### src/rtl/b64c_pkg.sv
package b64c_pkg;

  // result kinds as they appear on the output channel
  typedef enum logic [1:0] {
    KIND_DATA = 2'd0,
    KIND_DONE = 2'd1,
    KIND_ERR  = 2'd2
  } kind_e;

  // configuration register map, indexed by paddr[2]
  typedef enum logic {
    REG_DIRECTION = 1'b0,
    REG_OUT_CAP   = 1'b1
  } reg_e;

  localparam int          MaxRes      = 4;
  localparam int          QueueDepth  = 4;
  localparam logic [15:0] OutCapReset = 16'd65;
  localparam logic [7:0]  PadChar     = 8'h3d;
  localparam logic [7:0]  CrChar      = 8'h0d;
  localparam logic [7:0]  LfChar      = 8'h0a;

  // one result beat
  typedef struct packed {
    logic [7:0]  data;
    kind_e       kind;
    logic [15:0] count;
    logic        last;
  } res_t;

  // all results caused by one input beat
  typedef struct packed {
    logic [2:0]              n;
    res_t [MaxRes-1:0]       res;
  } cmd_t;

  // 6-bit value to alphabet character
  function automatic logic [7:0] sym(input logic [5:0] v);
    logic [7:0] w;
    w = {2'b00, v};
    if (v < 6'd26)      return 8'h41 + w;
    else if (v < 6'd52) return 8'h61 + w - 8'd26;
    else if (v < 6'd62) return 8'h30 + w - 8'd52;
    else if (v == 6'd62) return 8'h2b;
    else                return 8'h2f;
  endfunction

  // alphabet character to {valid, value}
  function automatic logic [6:0] char_value(input logic [7:0] c);
    if (c >= 8'h41 && c <= 8'h5a)      return {1'b1, 6'(c - 8'h41)};
    else if (c >= 8'h61 && c <= 8'h7a) return {1'b1, 6'(c - 8'h61 + 8'd26)};
    else if (c >= 8'h30 && c <= 8'h39) return {1'b1, 6'(c - 8'h30 + 8'd52)};
    else if (c == 8'h2b)               return {1'b1, 6'd62};
    else if (c == 8'h2f)               return {1'b1, 6'd63};
    else                               return 7'd0;
  endfunction

endpackage

### src/rtl/b64c_front.sv
module b64c_front import b64c_pkg::*; (
  input  logic        clk_i,
  input  logic        rst_ni,
  input  logic        direction_i,
  input  logic [15:0] out_cap_i,
  input  logic        in_valid_i,
  output logic        in_stall_o,
  input  logic [7:0]  in_byte_i,
  input  logic        in_last_i,
  input  logic        full_i,
  output logic        push_o,
  output cmd_t        cmd_o
);

  logic [1:0]  phase_q, phase_d;
  logic [11:0] store_q, store_d;
  logic [3:0]  bcnt_q, bcnt_d;
  logic [15:0] nbytes_q, nbytes_d;
  logic        err_q, err_d;

  logic        accept;
  logic [2:0]  idx;
  logic [6:0]  cv;
  logic [11:0] acc;
  logic [3:0]  bsum;
  logic [3:0]  bsub;
  logic        skip;

  function automatic res_t mk(input logic [7:0] d, input kind_e k,
                              input logic [15:0] c, input logic l);
    res_t r;
    r.data  = d;
    r.kind  = k;
    r.count = c;
    r.last  = l;
    return r;
  endfunction

  assign in_stall_o = full_i;
  assign accept     = in_valid_i && !full_i;
  assign push_o     = accept && (idx != 3'd0);

  always_comb begin
    cmd_o    = '0;
    idx      = 3'd0;
    phase_d  = phase_q;
    store_d  = store_q;
    bcnt_d   = bcnt_q;
    nbytes_d = nbytes_q;
    err_d    = err_q;
    cv       = char_value(in_byte_i);
    acc      = {store_q[5:0], cv[5:0]};
    bsum     = bcnt_q + 4'd6;
    bsub     = bsum - 4'd8;
    skip     = (in_byte_i == PadChar) || (in_byte_i == CrChar) || (in_byte_i == LfChar);

    if (!direction_i) begin
      // encode: group position picks which bits finish a character
      if (phase_q == 2'd1) begin
        cmd_o.res[idx[1:0]] = mk(sym({store_q[1:0], in_byte_i[7:4]}), KIND_DATA, '0, 1'b0);
        idx = idx + 3'd1;
        store_d = {8'd0, in_byte_i[3:0]};
        phase_d = 2'd2;
        if (in_last_i) begin
          cmd_o.res[idx[1:0]] = mk(sym({in_byte_i[3:0], 2'b00}), KIND_DATA, '0, 1'b0);
          idx = idx + 3'd1;
          cmd_o.res[idx[1:0]] = mk(PadChar, KIND_DATA, '0, 1'b1);
          idx = idx + 3'd1;
        end
      end else if (phase_q == 2'd2) begin
        cmd_o.res[idx[1:0]] = mk(sym({store_q[3:0], in_byte_i[7:6]}), KIND_DATA, '0, 1'b0);
        idx = idx + 3'd1;
        cmd_o.res[idx[1:0]] = mk(sym(in_byte_i[5:0]), KIND_DATA, '0, in_last_i);
        idx = idx + 3'd1;
        store_d = '0;
        phase_d = 2'd0;
      end else begin
        cmd_o.res[idx[1:0]] = mk(sym(in_byte_i[7:2]), KIND_DATA, '0, 1'b0);
        idx = idx + 3'd1;
        store_d = {10'd0, in_byte_i[1:0]};
        phase_d = 2'd1;
        if (in_last_i) begin
          cmd_o.res[idx[1:0]] = mk(sym({in_byte_i[1:0], 4'b0000}), KIND_DATA, '0, 1'b0);
          idx = idx + 3'd1;
          cmd_o.res[idx[1:0]] = mk(PadChar, KIND_DATA, '0, 1'b0);
          idx = idx + 3'd1;
          cmd_o.res[idx[1:0]] = mk(PadChar, KIND_DATA, '0, 1'b1);
          idx = idx + 3'd1;
        end
      end
    end else begin
      // decode
      if (err_q) begin
        if (in_last_i) begin
          cmd_o.res[idx[1:0]] = mk(8'd0, KIND_ERR, nbytes_q, 1'b1);
          idx = idx + 3'd1;
        end
      end else if (!skip && !cv[6]) begin
        cmd_o.res[idx[1:0]] = mk(8'd0, KIND_ERR, nbytes_q, in_last_i);
        idx = idx + 3'd1;
        err_d = 1'b1;
      end else begin
        if (!skip) begin
          store_d = acc;
          if (bsum >= 4'd8 && bsum <= 4'd12) begin
            bcnt_d = bsub;
            if (nbytes_q < out_cap_i) begin
              cmd_o.res[idx[1:0]] = mk(8'(acc >> bsub), KIND_DATA, '0, 1'b0);
              idx = idx + 3'd1;
              nbytes_d = nbytes_q + 16'd1;
            end
          end else if (bsum > 4'd12) begin
            bcnt_d = 4'd0;
          end else begin
            bcnt_d = bsum;
          end
        end
        if (in_last_i) begin
          cmd_o.res[idx[1:0]] = mk(8'd0, KIND_DONE, nbytes_d, 1'b1);
          idx = idx + 3'd1;
        end
      end
    end

    cmd_o.n = idx;

    // end of stream clears all stream state
    if (in_last_i) begin
      phase_d  = '0;
      store_d  = '0;
      bcnt_d   = '0;
      nbytes_d = '0;
      err_d    = 1'b0;
    end
  end

  always_ff @(posedge clk_i or negedge rst_ni) begin
    if (!rst_ni) begin
      phase_q  <= '0;
      store_q  <= '0;
      bcnt_q   <= '0;
      nbytes_q <= '0;
      err_q    <= 1'b0;
    end else if (accept) begin
      phase_q  <= phase_d;
      store_q  <= store_d;
      bcnt_q   <= bcnt_d;
      nbytes_q <= nbytes_d;
      err_q    <= err_d;
    end
  end

  a_push_count: assert property (@(posedge clk_i) disable iff (!rst_ni)
    push_o |-> (cmd_o.n != 3'd0) && (cmd_o.n <= 3'(MaxRes)))
    else $error("command pushed with bad result count");

  a_err_only_decode: assert property (@(posedge clk_i) disable iff (!rst_ni)
    (accept && !direction_i) |=> !$rose(err_q))
    else $error("error hold set by an encode beat");

endmodule

### src/rtl/b64c_fifo.sv
module b64c_fifo import b64c_pkg::*; #(
  parameter int Depth = QueueDepth
) (
  input  logic clk_i,
  input  logic rst_ni,
  input  logic push_i,
  input  cmd_t wdata_i,
  input  logic pop_i,
  output cmd_t rdata_o,
  output logic full_o,
  output logic not_empty_o
);

  localparam int PtrW = (Depth > 1) ? $clog2(Depth) : 1;
  localparam int CntW = $clog2(Depth + 1);

  cmd_t            mem_q [Depth];
  logic [PtrW-1:0] wr_ptr_q, rd_ptr_q;
  logic [CntW-1:0] cnt_q;

  assign rdata_o     = mem_q[rd_ptr_q];
  assign full_o      = (cnt_q == CntW'(Depth));
  assign not_empty_o = (cnt_q != '0);

  always_ff @(posedge clk_i) begin
    if (push_i) begin
      mem_q[wr_ptr_q] <= wdata_i;
    end
  end

  always_ff @(posedge clk_i or negedge rst_ni) begin
    if (!rst_ni) begin
      wr_ptr_q <= '0;
      rd_ptr_q <= '0;
      cnt_q    <= '0;
    end else begin
      if (push_i) begin
        wr_ptr_q <= (wr_ptr_q == PtrW'(Depth - 1)) ? '0 : wr_ptr_q + PtrW'(1);
      end
      if (pop_i) begin
        rd_ptr_q <= (rd_ptr_q == PtrW'(Depth - 1)) ? '0 : rd_ptr_q + PtrW'(1);
      end
      if (push_i && !pop_i) begin
        cnt_q <= cnt_q + CntW'(1);
      end else if (pop_i && !push_i) begin
        cnt_q <= cnt_q - CntW'(1);
      end
    end
  end

  a_no_overflow: assert property (@(posedge clk_i) disable iff (!rst_ni)
    !(push_i && full_o))
    else $error("push into full queue");

  a_no_underflow: assert property (@(posedge clk_i) disable iff (!rst_ni)
    pop_i |-> not_empty_o)
    else $error("pop from empty queue");

endmodule

### src/rtl/b64c_back.sv
module b64c_back import b64c_pkg::*; (
  input  logic        clk_i,
  input  logic        rst_ni,
  input  cmd_t        head_i,
  input  logic        not_empty_i,
  output logic        pop_o,
  output logic        out_valid_o,
  input  logic        out_stall_i,
  output logic [7:0]  out_data_o,
  output logic [1:0]  out_kind_o,
  output logic [15:0] out_count_o,
  output logic        out_last_o
);

  logic [1:0] k_q;
  logic       out_valid_q;
  res_t       out_q;
  logic       load;
  logic       last_of;

  assign load    = not_empty_i && (!out_valid_q || !out_stall_i);
  assign last_of = (({1'b0, k_q} + 3'd1) == head_i.n);
  assign pop_o   = load && last_of;

  always_ff @(posedge clk_i or negedge rst_ni) begin
    if (!rst_ni) begin
      k_q         <= '0;
      out_valid_q <= 1'b0;
    end else begin
      if (load) begin
        out_valid_q <= 1'b1;
        k_q         <= last_of ? 2'd0 : k_q + 2'd1;
      end else if (!out_stall_i) begin
        out_valid_q <= 1'b0;
      end
    end
  end

  always_ff @(posedge clk_i) begin
    if (load) begin
      out_q <= head_i.res[k_q];
    end
  end

  assign out_valid_o = out_valid_q;
  assign out_data_o  = out_q.data;
  assign out_kind_o  = out_q.kind;
  assign out_count_o = out_q.count;
  assign out_last_o  = out_q.last;

  a_index_in_range: assert property (@(posedge clk_i) disable iff (!rst_ni)
    not_empty_i |-> ({1'b0, k_q} < head_i.n))
    else $error("result index past command length");

  a_index_rewinds: assert property (@(posedge clk_i) disable iff (!rst_ni)
    pop_o |=> (k_q == 2'd0))
    else $error("result index not rewound after pop");

endmodule

### src/rtl/base64_stream_codec_top.sv
// streaming base64 codec, encode or decode selected by the direction register
//
// input channel: in_valid_i / in_stall_o carry one beat per byte (encode) or
// per character (decode), in_last_i closes the stream. output channel:
// out_valid_o / out_stall_i carry one result beat per cycle at most, with
// data, kind (data, done, error), decoded byte count and last flag
//
// front stage classifies each input beat and computes all results it causes
// (up to three) in the cycle it is accepted, pushing them as one command into
// a small queue; back stage plays the command out one result beat per cycle
// while the receiver does not stall; the first result of an input beat goes
// through the queue, then the back stage's output register. encode makes 4
// output beats per 3 input beats, and a final group of one or two bytes still
// makes 4 with padding; the single output register plays them out one by one
// a stalled receiver fills the queue, then in_stall_o rises until room frees
//
// registers over the apb port: byte 0 direction, byte 4 out_cap; write only
// while the codec is idle. reset sets encode mode, out_cap 65, clears stream
// state and empties the queue; no clearing pass is needed
module base64_stream_codec_top import b64c_pkg::*; #(
  parameter int QDepth = QueueDepth
) (
  input  logic        clk_i,
  input  logic        rst_ni,
  // input beats
  input  logic        in_valid_i,
  output logic        in_stall_o,
  input  logic [7:0]  in_byte_i,
  input  logic        in_last_i,
  // result beats
  output logic        out_valid_o,
  input  logic        out_stall_i,
  output logic [7:0]  out_data_o,
  output logic [1:0]  out_kind_o,
  output logic [15:0] out_count_o,
  output logic        out_last_o,
  // configuration
  input  logic        psel,
  input  logic        penable,
  input  logic        pwrite,
  input  logic [2:0]  paddr,
  input  logic [31:0] pwdata,
  output logic [31:0] prdata,
  output logic        pready
);

  logic        direction_q;
  logic [15:0] out_cap_q;
  logic        cfg_wr;
  reg_e        reg_sel;

  logic        full;
  logic        not_empty;
  logic        push;
  logic        pop;
  cmd_t        cmd_in;
  cmd_t        cmd_head;

  // apb register file, pready always high
  assign pready  = 1'b1;
  assign cfg_wr  = psel && penable && pwrite && pready;
  assign reg_sel = reg_e'(paddr[2]);

  always_ff @(posedge clk_i or negedge rst_ni) begin
    if (!rst_ni) begin
      direction_q <= 1'b0;
      out_cap_q   <= OutCapReset;
    end else if (cfg_wr) begin
      unique case (reg_sel)
        REG_DIRECTION: direction_q <= pwdata[0];
        REG_OUT_CAP:   out_cap_q   <= pwdata[15:0];
        default:       direction_q <= direction_q;
      endcase
    end
  end

  always_comb begin
    unique case (reg_sel)
      REG_DIRECTION: prdata = {31'd0, direction_q};
      REG_OUT_CAP:   prdata = {16'd0, out_cap_q};
      default:       prdata = '0;
    endcase
  end

  // front: accept and classify, keep stream state
  b64c_front u_front (
    .clk_i       (clk_i),
    .rst_ni      (rst_ni),
    .direction_i (direction_q),
    .out_cap_i   (out_cap_q),
    .in_valid_i  (in_valid_i),
    .in_stall_o  (in_stall_o),
    .in_byte_i   (in_byte_i),
    .in_last_i   (in_last_i),
    .full_i      (full),
    .push_o      (push),
    .cmd_o       (cmd_in)
  );

  // command queue decouples the two sides
  b64c_fifo #(
    .Depth (QDepth)
  ) u_fifo (
    .clk_i       (clk_i),
    .rst_ni      (rst_ni),
    .push_i      (push),
    .wdata_i     (cmd_in),
    .pop_i       (pop),
    .rdata_o     (cmd_head),
    .full_o      (full),
    .not_empty_o (not_empty)
  );

  // back: one result beat per cycle unless the receiver stalls
  b64c_back u_back (
    .clk_i       (clk_i),
    .rst_ni      (rst_ni),
    .head_i      (cmd_head),
    .not_empty_i (not_empty),
    .pop_o       (pop),
    .out_valid_o (out_valid_o),
    .out_stall_i (out_stall_i),
    .out_data_o  (out_data_o),
    .out_kind_o  (out_kind_o),
    .out_count_o (out_count_o),
    .out_last_o  (out_last_o)
  );

endmodule
### config.mk
export PLATFORM = sky130hd
export DESIGN_NAME = base64_stream_codec_top
export DESIGN_NICKNAME = d
export VERILOG_FILES = /design/src/rtl/b64c_pkg.sv /design/src/rtl/b64c_front.sv /design/src/rtl/b64c_fifo.sv /design/src/rtl/b64c_back.sv /design/src/rtl/base64_stream_codec_top.sv
export SDC_FILE = /design/constraint.sdc
export NUM_CORES = 1
export LEC_CHECK = 0
export BUFFER_PORTS_ARGS = -buffer_cell sky130_fd_sc_hd__buf_2
export CORE_MARGIN = 2
export CORE_UTILIZATION = 50
export DETAILED_ROUTE_END_ITERATION = 8
export PLACE_DENSITY_LB_ADDON = 0.3
export SLEW_MARGIN = 40
export SYNTH_ARGS = -nofsm -noshare
export SYNTH_HDL_FRONTEND = slang
export SYNTH_SLANG_ARGS = --single-unit
### constraint.sdc
create_clock -name clk_i -period 6.1 [get_ports clk_i]
set_input_delay 0.915 -clock clk_i [delete_from_list [all_inputs] [get_ports clk_i]]
set_output_delay 0.915 -clock clk_i [all_outputs]
set_load 0.01 [all_outputs]
# After elaboration in Yosys (flattened, before gate mapping)

Memory sizes are Yosys's and may differ from the RTL's.
Index checks and enable logic that the tools add are counted.

Add/subtract/negate cells: 45
Order comparisons: 31
Equality and inequality tests: 23
Shift operators: 1
Muxes and demuxes: 108
Bitwise gates (word level): 1
Reductions and logical operators: 35

Operator list:

| cell                  | number |
|---|---|
| $mux W27              | 11 |
| $mux W81              | 3 |
| $mux W108             | 2 |
| $mux W16              | 10 |
| $mux W8               | 18 |
| $bwmux W108           | 1 |
| $mux W54              | 2 |
| $add A7 B6 Y8 const A | 12 |
| $mux W79              | 1 |
| $lt A6 B6 Y1 const B  | 12 |
| $pmux W32 S2          | 1 |
| $bmux W27 S2          | 1 |
| $demux W27 S2         | 1 |
| $mux W3               | 18 |
| $mux W52              | 1 |
| $sub A8 B5 Y8 const B | 6 |
| $sub A8 B6 Y8 const B | 6 |
| $add A6 B6 Y7 const A | 6 |
| $lt A6 B5 Y1 const B  | 6 |
| $mux W7               | 5 |
| $mux W4               | 8 |
| $mux W6               | 5 |
| $eq A6 B6 Y1 const B  | 4 |
| $eq A8 B6 Y1 const B  | 3 |
| other kinds (42)      | 101 |

Register bits: 83
RAM bits: 444
Logic and storage cells: 261
Memories kept: 1

Memories:

| name         | depth | width | read ports | clocked after Yosys merged registers in | wr ports | line            | RTL |
|---|---|---|---|---|---|---|---|
| u_fifo.mem_q | 4     | 111   | 1          | 0                                       | 1        | b64c_fifo.sv:17 | `cmd_t mem_q [Depth];` |

# Depth between registers and ports, before layout

Depth after elaboration: 22
Depth in mapped cells: 19

# Modules after synthesis

From an unflattened synthesis, not the netlist that was laid out.

Cell total of the unflattened synthesis: 1,601
Area total of the unflattened synthesis: 25,051.5 um^2

Modules (own cells, without submodules):

| module                  | times used | cells an instance | area an instance (um^2) | seq. area each (um^2) |
|---|---|---|---|---|
| b64c_fifo               | 1          | 617               | 16,495.8                | 13,508.0 |
| b64c_front              | 1          | 832               | 5,851.9                 | 700.7 |
| b64c_back               | 1          | 78                | 1,750.4                 | 885.8 |
| base64_stream_codec_top | 1          | 74                | 953.4                   | 427.9 |

# Worst setup path after synthesis

Ideal clock, no wire load.

Path type: input to register
Start point: input in_byte_i[2]
End point: memory u_fifo.mem_q[0][0] (netlist name) (enable)
Library setup time: 0.422 ns
Data arrival time: 4.972 ns
Data required time: 5.678 ns
Slack: 0.706 ns
Stages: 14
Buffers on the path: 4
Path through: clkbuf_1 clkbuf_1 inv_1 ha_1 a32o_1 a211oi_1 o221ai_1 a211oi_1 buf_2 buf_2 ha_1 or3_1 o221a_2 and2_1

Word-level cells in the longest chain between the ends: 16
Elaborated cells between the ends (all ways): 37
Those cells by class: add/sub: 1; order compare: 6; eq/ne: 5; mux: 15; reduce/logical: 10

Ends and longest elaborated chain:

| what                                         | line                          | RTL |
|---|---|---|
| start, declared                              | base64_stream_codec_top.sv:28 | `input logic [7:0] in_byte_i,` |
| $eq A8 B6 Y1 or $eq A8 B4 Y1 (tied branches) | b64c_front.sv:55              | `skip = (in_byte_i == PadChar) \|\| (in_byte_i == CrChar) \|\| (in_byte_i == LfChar);` |
| $logic_or A1 B1 Y1 (2 in series)             | b64c_front.sv:55              |  |
| $mux W3                                      | b64c_front.sv:103             | `if (!skip) begin` |
| $mux W3                                      | b64c_front.sv:98              | `end else if (!skip && !cv[6]) begin` |
| $mux W3                                      | b64c_front.sv:93              | `if (err_q) begin` |
| $mux W3                                      | b64c_front.sv:57              | `if (!direction_i) begin` |
| $add A3 B1 Y3                                | b64c_front.sv:120             | `idx = idx + 3'd1;` |
| $mux W3                                      | b64c_front.sv:118             | `if (in_last_i) begin` |
| $mux W3 (*)                                  | b64c_front.sv:98              |  |
| $mux W3 (*)                                  | b64c_front.sv:93              |  |
| $mux W3 (*)                                  | b64c_front.sv:57              |  |
| $reduce_bool A3 Y1 (*)                       | b64c_front.sv:41              | `assign push_o = accept && (idx != 3'd0);` |
| $logic_and A1 B1 Y1 (*)                      | b64c_front.sv:41              |  |
| net push                                     | base64_stream_codec_top.sv:54 | `logic push;` |
| $mux W1 (*)                                  | b64c_fifo.sv:26               | `if (push_i) begin` |
| $mux W1 (not written as such) (*)            | b64c_fifo.sv:27               | `mem_q[wr_ptr_q] <= wdata_i;` |
| end, declared                                | b64c_fifo.sv:17               |  |

Mark *: on every way through the listed nets, which the timed path passes. The rest lies on a longest branch. The select of a mux whose other input is x is not followed.

# Worst setup path in the final report

Start point: input in_byte_i[7]
End point: register u_fifo.cnt_q[1]

Word-level cells in the longest chain between the ends: 17
Elaborated cells between the ends (all ways): 40
Those cells by class: add/sub: 1; order compare: 6; eq/ne: 5; mux: 14; reduce/logical: 14

Ends and longest elaborated chain:

| what                                         | line                          | RTL |
|---|---|---|
| $eq A8 B6 Y1 or $eq A8 B4 Y1 (tied branches) | b64c_front.sv:55              |  |
| $logic_or A1 B1 Y1 (2 in series)             | b64c_front.sv:55              |  |
| $mux W3                                      | b64c_front.sv:103             |  |
| $mux W3                                      | b64c_front.sv:98              |  |
| $mux W3                                      | b64c_front.sv:93              |  |
| $mux W3                                      | b64c_front.sv:57              |  |
| $add A3 B1 Y3                                | b64c_front.sv:120             |  |
| $mux W3                                      | b64c_front.sv:118             |  |
| $mux W3 (*)                                  | b64c_front.sv:98              |  |
| $mux W3 (*)                                  | b64c_front.sv:93              |  |
| $mux W3 (*)                                  | b64c_front.sv:57              |  |
| $reduce_bool A3 Y1 (*)                       | b64c_front.sv:41              |  |
| $logic_and A1 B1 Y1 (*)                      | b64c_front.sv:41              |  |
| net push                                     | base64_stream_codec_top.sv:54 |  |
| $logic_not A1 Y1                             | b64c_fifo.sv:45               | `end else if (pop_i && !push_i) begin` |
| $logic_and A1 B1 Y1                          | b64c_fifo.sv:45               |  |
| $reduce_bool A2 Y1 (no source line)          | -                             |  |
| end signal, assigned                         | b64c_fifo.sv:44               | `cnt_q <= cnt_q + CntW'(1);` |
| end signal, assigned                         | b64c_fifo.sv:46               | `cnt_q <= cnt_q - CntW'(1);` |
| end, declared                                | b64c_fifo.sv:19               | `logic [CntW-1:0] cnt_q;` |

Marked as above.
A chain may end at the register's enable or synchronous reset.

==> impl_metrics.json <==
{
  "antenna_found_initial": 0,
  "fillCellCount": 2644,
  "dieArea_sq_mm": 0.0343,
  "viasPerCell": 5.97,
  "fp.dieW_microns": 185,
  "final_max_slew_viol_count": 0,
  "root_buffer": "clkbuf_16",
  "via_count": 10900,
  "port_buffers": 77,
  "synth_warnings": 0,
  "max_freq_ghz": 0.216,
  "final_cells": 1824,
  "area_growth_pct": 11.8,
  "final_util_pct": 56.5,
  "clk_pin_slew_worst_paths_ns": 0.06,
  "rrSetupSlack_ns": 1.67,
  "finClkSkew_ns": 0.0210,
  "synth_cell_types": 75,
  "grt_max_degree": 56,
  "synth.cell_area_sq_mm": 0.0164,
  "crit_fanout": 16,
  "holdBufCountCts": 0,
  "ys.flop_type": "edfxtp_1",
  "start_util_pct": 50.5,
  "grt_overflow_total": 0,
  "setup.worst_path.class": "input port to register",
  "hpwl_mm": 25.2,
  "post_drt_wl_per_cell_microns": 20.8,
  "tns_ns": 0,
  "powerDensity_mw_per_mm2": 416,
  "synth.top_cell.area_share_pct": 47.4,
  "core_sq_mm": 0.0325,
  "tightest_slew_ns": 0.924,
  "arrival_ns": 5.04,
  "layout_min_cycle_time_ns": 4.63,
  "grt_pass1_wl_mm": 60.5,
  "irDropWorstVdd_v": 0.000215,
  "relSlewSlack_pct": 38.3,
  "synth_compound_area_share_pct": 11.6,
  "placed_cells": 1761,
  "start_kind": "input port",
  "synth_top_family_by_area": "compound AO/OA/AOI/OAI gates",
  "avgSynthCellArea_sq_um": 12.5,
  "row_count": 66,
  "drt_pass1_iterations": 5,
  "synth_mux_area_share_pct": 10.6,
  "drtAntennaViolNets": 0,
  "synth_seq_cells": 314,
  "worstRegToRegCells": 13,
  "synthTopCellsByCount": "edfxtp_1, nand2_1, a21oi_1",
  "globalplace.congestion": 0.933,
  "yosys.area.top_type": "edfxtp_1",
  "leakage_uw": 0.00681,
  "layout-drive-gt1-share_pct": 18.7,
  "synth_edf_count": 259,
  "worst_setup_path_end_kind": "register",
  "r2r_end": "u_fifo.cnt_q[1]",
  "hold_viol": 0,
  "min_path_type": "input port to async pin",
  "die_y_microns": 185,
  "synthArstFlopShare_pct": 17.5,
  "reg2reg_from": "u_front.bcnt_q[1]",
  "drc_errors": 0,
  "drtIter0Drc": 1136,
  "synth_adder_area_share_pct": 4.39,
  "min_period_over_period_pct": 75.9,
  "routed_wl_mm": 38.0,
  "crit_path_start": "in_byte_i[7]",
  "diodes": 0,
  "synth_xor_xnor_area_share_pct": 2.51,
  "ctsResizeCount": 0,
  "cts_tree": "built",
  "synth_most_common_cell": "edfxtp_1",
  "cts-buffers-inserted": 34,
  "cap_violations": 0,
  "setup_violations": 0,
  "synthTopCellsByArea": "edfxtp_1, mux4_2, dfrtp_1",
  "clockBufferDepth": 3,
  "cp-endpoint": "u_fifo.cnt_q[1]",
  "synth_cells": 1309,
  "clk_latency_ns": 0.53,
  "cts_max_level": 2,
  "yosys.area_share.simple_pct": 11.1,
  "rsz0062_at_grt": "false",
  "grt_util_all_layers_pct": 22.8,
  "yosysSeqAreaShare_pct": 55.8,
  "io_pins": 113,
  "nets": 1466,
  "status": "finished, final reports clean",
  "worstPathRequired_ns": 6.51,
  "grt_pass1_vias": 10500,
  "postCtsSetupBuffers": 0,
  "clock-sinks": 314
}
[critical path, cell delays in order]
cell and delay (ns):
buf_2 0.30, clkinv_1 0.32, ha_1 0.41, o21a_1 0.21, a211oi_1 0.42, o221ai_1 0.26
a211oi_4 0.25, ha_1 0.28, or3_1 0.32, o221a_2 0.35, ha_1 0.25, inv_1 0.07
fa_1 0.39, mux2_2 0.27
[per-stage QoR]
step                      cell area (sq um)  hold slack, ns  total power [uW]  setup slack [ns]
after floorplan                       16500           0.449              4900             0.706
after global placement                17100           0.469              5590             0.993
after detailed placement              17200           0.468              5690             0.895
after CTS                             18300           0.480              7690              1.38
after global routing                  18300           0.497              8050              1.28
final                                 18300           0.474              7640              1.47
[flip-flops by register name (all words and copies together), names as in the netlist, 2 cells and up]
signal,flops
u_back.out_data_o,8
u_front.nbytes_q,16
u_back.k_q,2
out_cap_q,16
u_fifo.wr_ptr_q,2
u_front.phase_q,2
u_fifo.cnt_q,3
u_front.bcnt_q,3
u_back.out_count_o,16
u_fifo.rd_ptr_q,2
u_back.out_kind_o,2
u_front.store_q,6
u_fifo.mem_q,232
[layout make-up]
type                       instances  area (sq um)  area share [%]
tap                              442           553            3.02
multi-input combinational        859          6710            36.6
timing repair buffer             100           637            3.47
inverter                          49           184            1.00
clock inverter                    18           209            1.14
sequential                       314          9160            50.0
clock buffer                      42           881            4.80
[metal layers]
layer | GRT usage [%] | vias up | part of all wire [%]
li1 | - | 5041 | -
met1 | 35.1 | 5409 | 46
met2 | 34.8 | 397 | 45
met3 | 3.05 | 50 | 6.6
met4 | 4.70 | 0 | 1.7
met5 | 0 | - | 0
[cells by family (layout without fill, tap and decap cells)]
| logic type | after synthesis | in the layout |
|---|---|---|
| buf+inv | 151 | 209 |
| mux | 96 | 96 |
| xor+xnor | 47 | 47 |
| fa+ha+maj | 57 | 57 |
| other cells | 2 | 17 |
| flops | 314 | 314 |
| simple gates | 364 | 364 |
| compound gates | 278 | 278 |
[power breakdown]
group	total, uW	switching (uW)	leakage (uW)	internal [uW]
clock network	1990	828	0.000519	1170
registers	3210	277	0.00320	2930
logic	2440	1410	0.00309	1030
total	7640	2510	0.00681	5120
[layout by cell type, fill, tap and decap left out, types with 13 or more instances in the layout]
cell	count
edfxtp_1	259
nand2_1	120
buf_2	78
a21oi_1	68
nor2_1	66
mux4_2	60
ha_1	56
dfrtp_1	51
o21ai_0	49
inv_1	47
and2_1	41
clkbuf_16	34
xnor2_1	26
mux2_2	24
nand4_1	23
xor2_1	21
nand3_1	21
o31ai_1	19
nor2b_1	18
conb_1	17
nor3_1	16
buf_4	15
nand2b_1	13
[worst min-delay path by stage]
stage | to | slack, ns | from
after floorplan | u_front.bcnt_q[2] | 0.45 | u_front.bcnt_q[2]
after global placement | u_front.bcnt_q[2] | 0.47 | u_front.bcnt_q[2]
after detailed placement | u_front.bcnt_q[2] | 0.47 | u_front.bcnt_q[2]
after CTS | u_front.bcnt_q[2] | 0.48 | u_front.bcnt_q[2]
after global routing | u_fifo.cnt_q[1] | 0.50 | rst_ni
final | u_fifo.cnt_q[1] | 0.47 | rst_ni
Note: power is estimated with default switching activity, not from simulation.
